**config.mk**
```make
export PLATFORM = sky130hd
export DESIGN_NAME = url_percent_decoder_unit
export DESIGN_NICKNAME = d
export VERILOG_FILES = /design/src/rtl/upd_pkg.sv /design/src/rtl/upd_front.sv /design/src/rtl/upd_queue.sv /design/src/rtl/upd_back.sv /design/src/rtl/url_percent_decoder_unit.sv
export SDC_FILE = /design/constraint.sdc
export NUM_CORES = 1
export LEC_CHECK = 0
export ABC_CLOCK_PERIOD_IN_PS = 3600
export BUFFER_PORTS_ARGS = -buffer_cell sky130_fd_sc_hd__buf_2
export CAP_MARGIN = 20
export CORE_AREA = 4 4 96 98
export DETAILED_ROUTE_END_ITERATION = 7
export DIE_AREA = 0 0 100 102
export PLACE_DENSITY = 0.77
export RECOVER_POWER = 25
export SETUP_SLACK_MARGIN = 0.3
export SLEW_MARGIN = 20
export SYNTH_ARGS = -nofsm -noshare
export SYNTH_HDL_FRONTEND = slang
export SYNTH_SLANG_ARGS = --single-unit
```
**constraint.sdc**
```tcl
create_clock -name clk -period 3.6 [get_ports clk]
set_clock_uncertainty 0.15 [all_clocks]
set_input_delay 0.36 -clock clk [delete_from_list [all_inputs] [get_ports clk]]
set_output_delay 0.36 -clock clk [all_outputs]
set_load 0.01 [all_outputs]
```
**src/rtl/upd_pkg.sv**
```systemverilog
`default_nettype none

package upd_pkg;

    localparam int BYTE_W          = 8;
    localparam int OUT_COUNT_W     = 16;
    localparam int COUNT_WIDTH_DEF = 16;
    localparam int QUEUE_DEPTH     = 2;
    localparam int S_TDATA_W       = 8;
    localparam int M_TDATA_W       = 24;
    localparam int M_TUSER_W       = 2;

    localparam logic [BYTE_W-1:0] CHAR_PLUS  = 8'h2B;
    localparam logic [BYTE_W-1:0] CHAR_PCT   = 8'h25;
    localparam logic [BYTE_W-1:0] CHAR_CR    = 8'h0D;
    localparam logic [BYTE_W-1:0] CHAR_SPACE = 8'h20;

    typedef struct packed {
        logic              has0;
        logic [BYTE_W-1:0] byte0;
        logic              has1;
        logic [BYTE_W-1:0] byte1;
        logic              is_end;
    } cmd_t;

    typedef struct packed {
        logic push;
        cmd_t cmd;
    } push_t;

    typedef struct packed {
        logic valid;
        cmd_t cmd;
    } head_t;

endpackage

`default_nettype wire

```
**src/rtl/upd_front.sv**
```systemverilog
`default_nettype none

module upd_front
    import upd_pkg::*;
(
    input  wire logic              clk,
    input  wire logic              rst_n,
    input  wire logic              s_tvalid,
    output logic                   s_tready,
    input  wire logic [BYTE_W-1:0] in_byte,
    input  wire logic              in_last,
    input  wire logic              q_ready,
    output push_t                  q_push
);

    typedef enum logic [2:0] {
        MODE_PLAIN = 3'b001,
        MODE_PCT   = 3'b010,
        MODE_DIGIT = 3'b100
    } mode_t;

    mode_t             mode_reg;
    mode_t             mode_next;
    logic [BYTE_W-1:0] value_reg;
    logic [BYTE_W-1:0] value_next;

    logic              dig_ok;
    logic [3:0]        dig;
    logic [BYTE_W-1:0] val_shift;
    logic              plain_go;
    logic              a_en;
    logic [BYTE_W-1:0] a_byte;
    logic              b_en;
    logic [BYTE_W-1:0] b_byte;
    logic              c_en;
    logic [BYTE_W-1:0] c_byte;
    logic              accept;

    function automatic logic [4:0] hex_decode(input logic [BYTE_W-1:0] c);
        logic [4:0] r;
        r = 5'd0;
        if (c >= 8'h30 && c <= 8'h39) begin
            r = {1'b1, 4'(c - 8'h30)};
        end else if (c >= 8'h41 && c <= 8'h46) begin
            r = {1'b1, 4'(c - 8'h37)};
        end else if (c >= 8'h61 && c <= 8'h66) begin
            r = {1'b1, 4'(c - 8'h57)};
        end
        return r;
    endfunction

    function automatic logic keep_byte(input logic [BYTE_W-1:0] v);
        return (v != '0) && (v != CHAR_CR);
    endfunction

    assign {dig_ok, dig} = hex_decode(in_byte);
    assign val_shift     = {value_reg[3:0], dig};
    assign s_tready      = q_ready;
    assign accept        = s_tvalid && q_ready;

    always_comb
    begin
        mode_next  = mode_reg;
        value_next = value_reg;
        plain_go   = 1'b0;
        a_en       = 1'b0;
        a_byte     = value_reg;
        b_en       = 1'b0;
        b_byte     = in_byte;
        c_en       = 1'b0;
        c_byte     = '0;
        case (mode_reg)
            MODE_PLAIN:
            begin
                plain_go = 1'b1;
            end
            MODE_PCT, MODE_DIGIT:
            begin
                if (dig_ok) begin
                    if (mode_reg == MODE_PCT) begin
                        mode_next  = MODE_DIGIT;
                        value_next = val_shift;
                    end else begin
                        a_en       = keep_byte(val_shift);
                        a_byte     = val_shift;
                        mode_next  = MODE_PLAIN;
                        value_next = '0;
                    end
                end else begin
                    a_en       = keep_byte(value_reg);
                    a_byte     = value_reg;
                    mode_next  = MODE_PLAIN;
                    value_next = '0;
                    plain_go   = 1'b1;
                end
            end
            default:
            begin
                mode_next  = MODE_PLAIN;
                value_next = '0;
                plain_go   = 1'b1;
            end
        endcase
        if (plain_go) begin
            if (in_byte == CHAR_PLUS) begin
                b_en   = 1'b1;
                b_byte = CHAR_SPACE;
            end else if (in_byte == CHAR_PCT) begin
                mode_next  = MODE_PCT;
                value_next = '0;
            end else begin
                b_en = 1'b1;
            end
        end
        if (in_last) begin
            if (mode_next != MODE_PLAIN) begin
                c_en   = keep_byte(value_next);
                c_byte = value_next;
            end
            mode_next  = MODE_PLAIN;
            value_next = '0;
        end
    end

    always_comb
    begin
        q_push.cmd.has0   = a_en || b_en || c_en;
        q_push.cmd.byte0  = a_en ? a_byte : (b_en ? b_byte : c_byte);
        q_push.cmd.has1   = a_en && b_en;
        q_push.cmd.byte1  = b_byte;
        q_push.cmd.is_end = in_last;
        q_push.push       = accept && (a_en || b_en || c_en || in_last);
    end

    always_ff @(posedge clk or negedge rst_n)
    begin
        if (!rst_n) begin
            mode_reg  <= MODE_PLAIN;
            value_reg <= '0;
        end else if (accept) begin
            mode_reg  <= mode_next;
            value_reg <= value_next;
        end
    end

`ifndef NO_ASSERTIONS
    a_second_needs_first: assert property (@(posedge clk) disable iff (!rst_n)
        q_push.push && q_push.cmd.has1 |-> q_push.cmd.has0)
        else $error("second byte without first");
    a_end_clears_mode: assert property (@(posedge clk) disable iff (!rst_n)
        accept && in_last |=> mode_reg == MODE_PLAIN && value_reg == '0)
        else $error("escape state survives end of string");
    a_pct_value_zero: assert property (@(posedge clk) disable iff (!rst_n)
        mode_reg == MODE_PCT |-> value_reg == '0)
        else $error("escape value set before first digit");
`endif

endmodule

`default_nettype wire

```
**src/rtl/upd_queue.sv**
```systemverilog
`default_nettype none

module upd_queue
    import upd_pkg::*;
(
    input  wire logic  clk,
    input  wire logic  rst_n,
    input  wire push_t q_push,
    output logic       q_ready,
    output head_t      q_head,
    input  wire logic  q_pop
);

    localparam int PTR_W = (QUEUE_DEPTH > 1) ? $clog2(QUEUE_DEPTH) : 1;
    localparam int CNT_W = $clog2(QUEUE_DEPTH + 1);

    cmd_t             mem_reg [QUEUE_DEPTH];
    logic [PTR_W-1:0] wr_ptr_reg;
    logic [PTR_W-1:0] wr_ptr_next;
    logic [PTR_W-1:0] rd_ptr_reg;
    logic [PTR_W-1:0] rd_ptr_next;
    logic [CNT_W-1:0] cnt_reg;
    logic [CNT_W-1:0] cnt_next;
    logic             do_push;
    logic             do_pop;

    function automatic logic [PTR_W-1:0] ptr_inc(input logic [PTR_W-1:0] p);
        return (p == PTR_W'(QUEUE_DEPTH - 1)) ? '0 : p + 1'b1;
    endfunction

    assign q_ready      = (cnt_reg != CNT_W'(QUEUE_DEPTH));
    assign q_head.valid = (cnt_reg != '0);
    assign q_head.cmd   = mem_reg[rd_ptr_reg];
    assign do_push      = q_push.push && q_ready;
    assign do_pop       = q_pop && q_head.valid;

    always_comb
    begin
        wr_ptr_next = do_push ? ptr_inc(wr_ptr_reg) : wr_ptr_reg;
        rd_ptr_next = do_pop ? ptr_inc(rd_ptr_reg) : rd_ptr_reg;
        cnt_next    = cnt_reg;
        if (do_push && !do_pop) begin
            cnt_next = cnt_reg + 1'b1;
        end else if (do_pop && !do_push) begin
            cnt_next = cnt_reg - 1'b1;
        end
    end

    always_ff @(posedge clk)
    begin
        if (do_push) begin
            mem_reg[wr_ptr_reg] <= q_push.cmd;
        end
    end

    always_ff @(posedge clk or negedge rst_n)
    begin
        if (!rst_n) begin
            wr_ptr_reg <= '0;
            rd_ptr_reg <= '0;
            cnt_reg    <= '0;
        end else begin
            wr_ptr_reg <= wr_ptr_next;
            rd_ptr_reg <= rd_ptr_next;
            cnt_reg    <= cnt_next;
        end
    end

`ifndef NO_ASSERTIONS
    a_no_overflow: assert property (@(posedge clk) disable iff (!rst_n)
        cnt_reg <= CNT_W'(QUEUE_DEPTH))
        else $error("queue occupancy above depth");
    a_pop_nonempty: assert property (@(posedge clk) disable iff (!rst_n)
        q_pop |-> q_head.valid)
        else $error("pop from empty queue");
    a_ptr_gap: assert property (@(posedge clk) disable iff (!rst_n)
        cnt_reg == '0 |-> wr_ptr_reg == rd_ptr_reg)
        else $error("pointers disagree on empty queue");
`endif

endmodule

`default_nettype wire

```
**src/rtl/upd_back.sv**
```systemverilog
`default_nettype none

module upd_back
    import upd_pkg::*;
#(
    parameter int COUNT_WIDTH = COUNT_WIDTH_DEF
)
(
    input  wire logic                 clk,
    input  wire logic                 rst_n,
    input  wire head_t                q_head,
    output logic                      q_pop,
    output logic                      m_tvalid,
    input  wire logic                 m_tready,
    output logic [M_TDATA_W-1:0]      m_tdata,
    output logic [M_TUSER_W-1:0]      m_tuser,
    output logic                      m_tlast
);

    logic                   phase_reg;
    logic                   phase_next;
    logic [COUNT_WIDTH-1:0] count_reg;
    logic [COUNT_WIDTH-1:0] count_next;
    logic                   tvalid_reg;
    logic                   tvalid_next;
    logic [BYTE_W-1:0]      byte_reg;
    logic                   valid_reg;
    logic                   last_reg;
    logic                   end_reg;
    logic [OUT_COUNT_W-1:0] dcount_reg;

    logic                   load;
    logic                   split;
    logic [BYTE_W-1:0]      res_byte;
    logic                   res_valid;
    logic                   res_last;
    logic                   res_end;
    logic [COUNT_WIDTH-1:0] cnt_inc;
    logic [COUNT_WIDTH-1:0] count_new;

    assign load      = q_head.valid && (!tvalid_reg || m_tready);
    assign split     = !phase_reg && q_head.cmd.has1;
    assign res_byte  = phase_reg ? q_head.cmd.byte1 : q_head.cmd.byte0;
    assign res_valid = phase_reg || q_head.cmd.has0;
    assign res_last  = !split;
    assign res_end   = q_head.cmd.is_end && res_last;
    assign cnt_inc   = (count_reg == {COUNT_WIDTH{1'b1}}) ? count_reg : count_reg + 1'b1;
    assign count_new = res_valid ? cnt_inc : count_reg;
    assign q_pop     = load && res_last;

    always_comb
    begin
        phase_next  = phase_reg;
        count_next  = count_reg;
        tvalid_next = tvalid_reg;
        if (load) begin
            phase_next  = split;
            count_next  = res_end ? '0 : count_new;
            tvalid_next = 1'b1;
        end else if (m_tready) begin
            tvalid_next = 1'b0;
        end
    end

    always_ff @(posedge clk or negedge rst_n)
    begin
        if (!rst_n) begin
            phase_reg  <= 1'b0;
            count_reg  <= '0;
            tvalid_reg <= 1'b0;
        end else begin
            phase_reg  <= phase_next;
            count_reg  <= count_next;
            tvalid_reg <= tvalid_next;
        end
    end

    always_ff @(posedge clk)
    begin
        if (load) begin
            byte_reg   <= res_valid ? res_byte : '0;
            valid_reg  <= res_valid;
            last_reg   <= res_last;
            end_reg    <= res_end;
            dcount_reg <= OUT_COUNT_W'(count_new);
        end
    end

    assign m_tvalid = tvalid_reg;
    assign m_tdata  = {dcount_reg, byte_reg};
    assign m_tuser  = {last_reg, valid_reg};
    assign m_tlast  = end_reg;

`ifndef NO_ASSERTIONS
    a_marker_closes: assert property (@(posedge clk) disable iff (!rst_n)
        tvalid_reg && !valid_reg |-> last_reg && end_reg)
        else $error("bare marker not final");
    a_end_is_last: assert property (@(posedge clk) disable iff (!rst_n)
        tvalid_reg && end_reg |-> last_reg)
        else $error("end of string before last of step");
    a_phase_holds_head: assert property (@(posedge clk) disable iff (!rst_n)
        phase_reg |-> q_head.valid)
        else $error("second byte pending without command");
    a_count_cleared: assert property (@(posedge clk) disable iff (!rst_n)
        load && res_end |=> count_reg == '0)
        else $error("count not cleared after end of string");
`endif

endmodule

`default_nettype wire

```
**src/rtl/url_percent_decoder_unit.sv**
```systemverilog
`default_nettype none

// URL percent decoder. Accepts one encoded character per cycle on the slave
// stream while the command queue has room, and gives decoded bytes on the
// master stream: '+' becomes a space, '%' followed by up to two hex digits
// becomes the byte they spell, and an escape of value zero or carriage return
// is dropped. The front stage keeps the escape state and turns each input
// transaction into a command of zero, one or two bytes plus an end-of-string
// flag; a two-entry command queue feeds the back stage, which keeps the
// saturating byte count and sends one result per cycle, unless m_tready
// stalls it, through its output register. Throughput is one input per cycle
// while each input yields at most one result and the output is not stalled;
// a two-byte input holds the queue head until its second byte is sent. An
// input with tlast and no decoded byte yields one result with tuser[0] low.
module url_percent_decoder_unit
    import upd_pkg::*;
#(
    parameter int COUNT_WIDTH = COUNT_WIDTH_DEF
)
(
    input  wire logic                 clk,
    input  wire logic                 rst_n,
    input  wire logic                 s_tvalid,
    output logic                      s_tready,
    input  wire logic [S_TDATA_W-1:0] s_tdata,   // [7:0] in_byte
    input  wire logic                 s_tlast,
    output logic                      m_tvalid,
    input  wire logic                 m_tready,
    output logic [M_TDATA_W-1:0]      m_tdata,   // [7:0] out_byte, [23:8] decoded_count
    output logic [M_TUSER_W-1:0]      m_tuser,   // [0] out_valid, [1] out_last
    output logic                      m_tlast
);

    push_t q_push;
    head_t q_head;
    logic  q_ready;
    logic  q_pop;

    upd_front u_front (
        .clk      (clk),
        .rst_n    (rst_n),
        .s_tvalid (s_tvalid),
        .s_tready (s_tready),
        .in_byte  (s_tdata[BYTE_W-1:0]),
        .in_last  (s_tlast),
        .q_ready  (q_ready),
        .q_push   (q_push)
    );

    upd_queue u_queue (
        .clk     (clk),
        .rst_n   (rst_n),
        .q_push  (q_push),
        .q_ready (q_ready),
        .q_head  (q_head),
        .q_pop   (q_pop)
    );

    upd_back #(
        .COUNT_WIDTH (COUNT_WIDTH)
    ) u_back (
        .clk      (clk),
        .rst_n    (rst_n),
        .q_head   (q_head),
        .q_pop    (q_pop),
        .m_tvalid (m_tvalid),
        .m_tready (m_tready),
        .m_tdata  (m_tdata),
        .m_tuser  (m_tuser),
        .m_tlast  (m_tlast)
    );

endmodule

`default_nettype wire
```
==> out/qor.yml <==
status: "complete, but fails checks"
violations: "capacitance limit, slew limit"
synthAdderAreaFrac: 0.0130
initial_core_util: 0.568
drc: 0
period_share: 0.792
final-instance-count-excl-fill: 542
cp-end-kind: "register"
synthXorXnorAreaFrac: 0.0328
cts_buffer_depth: 2
clk_pin_slew_worst_paths_ns: 0.10
reg2regPathDepth: 8
critPathLaunchType: "register"
synth_edf_count: 65
period_minus_slack_ns: 2.85
fmax_mhz: 351
pre_cts_slack_ns: 0.415
yosysTopAreaCell: "edfxtp_1"
syn_area_mm2: 0.00481
critical_path.top_delay_family: "compound AO/OA/AOI/OAI gates"
slowest_stage: "or4_1"
synth-simple-area-share: 0.137
largest_reg_flops: 38
tightest_slew_ns: 1.81
antenna_cells: 0
finalHoldViolations: 0
worstPathMaxFanout: 5
ys_seq_area_frac: 0.577
synthTopCellsByCount: "edfxtp_1 (65), dfrtp_1 (32), nand2_1 (23), nor2_1 (23)"
worstPathRequired_ns: 3.74
h-tree-depth: 3
worst-path-stages: 8
synthTopCellsByArea: "edfxtp_1 (41%), dfrtp_1 (17%), mux4_2 (3.7%)"
rsz0062_at_grt: "no"
arrival_ns: 2.99
drive_gt1_frac: 0.191
hpwl_mm: 7.11
synth_top_cell_area_share: 0.406
die_w_um: 100
core_mm2: 0.00847
synth_flop_cell: "edfxtp_1"
drv_cap: 1
wl_mm: 9.80
area_growth_pct: 10.4
post_cts_buffers: 0
clock_latency_ns: 0.36
io_pins: 42
hold_path_class: "input port to register"
viasPerCell: 5.98
fin_tns_setup_ns: 0
max_stage_delay_ns: 0.56
path_cells: "or4_1 > a211oi_1 > nor4_4 > o41ai_2 > a21oi_2 > ha_1 > nor2_1 > xor2_1"
fin_ws_ns: 0.749
synthesis.nets: 407
die_area_mm2: 0.0102
dp.cells: 525
cts_buffers: 9
final_area_mm2: 0.00531
vias: 3243
setup_viol: 0
ys_async_sr_fraction: 0.337
hold_depth: 3
synth_compound_area_frac: 0.158
globalRouteTotalUtil: 0.201
cts-root-buf: "clkbuf_8"
gp_congestion: 0.991
clock_sinks: 98
synth_top_family_by_area: "compound AO/OA/AOI/OAI gates"
postPlaceCellArea_mm2: 0.00513
whs_ns: 0.106
synth.distinct_cells: 68
grt_max_degree: 34
antenna_found_initial: 0
firstDrtPassIters: 5
ir_drop_mv: 0.271
die_h_um: 102
leakagePower_nw: 1.99
rows: 34
syn_inst: 389
drt_iter0_markers: 211
grt_pass1_wl_mm: 15.8
nets: 447
ant_nets: 0
drv_slew: 34
path_class: "register to register"
powerDensity_mw_per_mm2: 633
ys_ff_latch: 98
worst-path-buf-inv: 0
postSynthAreaPerCell_um2: 12.4
synth.most_common_cell: "edfxtp_1"
yosys_warnings: 0
first_global_vias: 3120
cts_tree: "done"
slew_headroom: -0.204
yosys-mux-area-fraction: 0.0484
routedWlPerCell_um: 18.1
portBuffers: 41
overflow: 0
## worst register-to-register path, stage by stage, from the launching register on
cell	delay, ns
dfrtp_1	0.43
or4_1	0.56
a211oi_1	0.47
nor4_4	0.11
o41ai_2	0.33
a21oi_2	0.11
ha_1	0.34
nor2_1	0.14
xor2_1	0.15
## through the flow
stage,power (W),utilization
3_3_place_gp,0.00266,0.606
2_1_floorplan,0.00235,-
5_1_grt,0.00355,0.628
3_5_place_dp,0.00270,0.606
6_report,0.00336,0.628
4_1_cts,0.00341,0.631
## power breakdown
part | internal, W | switching [W]
combinational | 0.000405 | 0.000558
clock | 0.000327 | 0.000388
sequential | 0.00155 | 0.000129
## area by class of cell
type                       count  area (µm²)
clock inverter                 7        77.6
clock buffer                   9         124
timing repair buffer          53         279
tap                          108         135
inverter                      12        45.0
fill                         681        3150
multi-input combinational    255        1870
sequential                    98        2780
## cell usage in the layout, fill, tap and decap left out, types with 11 or more instances in the layout
cell type | synthesis | layout
a21oi_1 | 12 | 12
dfrtp_1 | 32 | 32
nand3_1 | 17 | 17
nand2_1 | 23 | 23
buf_4 | 2 | 11
inv_1 | 11 | 11
xnor2_1 | 11 | 11
buf_2 | 3 | 26
nor2_1 | 23 | 23
clkbuf_1 | 17 | 15
o21ai_0 | 16 | 16
nor2b_1 | 14 | 13
edfxtp_1 | 65 | 65
a22o_1 | 15 | 15
## routing by layer
metal  share of wire  vias up  GRT usage  routed length [µm]
li1                -     1557          -                   -
met1            0.45     1584      0.267                4380
met2            0.48       87      0.329                4740
met3           0.054       15     0.0451                 528
met4           0.016        0     0.0705                 157
met5               0        -          0                   0
## what timing repair did
| item | CTS | global route |
|---|---|---|
| endpoints found under the hold margin | 32 | 0 |
| hold buffers | 1 | 0 |
| resized for setup | 0 | 0 |
## final timing paths
check | endpoint | slack [ns] | from
hold / removal | u_back.m_tvalid | 0.11 | m_tready
hold reg to reg | u_back.m_tvalid | 0.35 | u_back.m_tvalid
max in group asynchronous | u_back.count_reg[13] | 1.40 | rst_n
setup reg to reg | u_queue.cnt_reg[1] | 0.75 | u_front.value_reg[6]
setup / recovery | u_queue.cnt_reg[1] | 0.75 | u_front.value_reg[6]
min in group asynchronous | u_back.count_reg[8] | 0.86 | rst_n
## cell families (layout without fill, tap and decap cells)
kind of cell,after synthesis,after routing
XOR/XNOR,18,18
flip-flops,98,98
adder cells (fa/ha/maj),5,5
AO/OA/AOI/OAI,100,100
multiplexers,13,13
buffers and inverters,36,81
AND/OR/NAND/NOR,119,119
(Power assumes the default switching activity.)
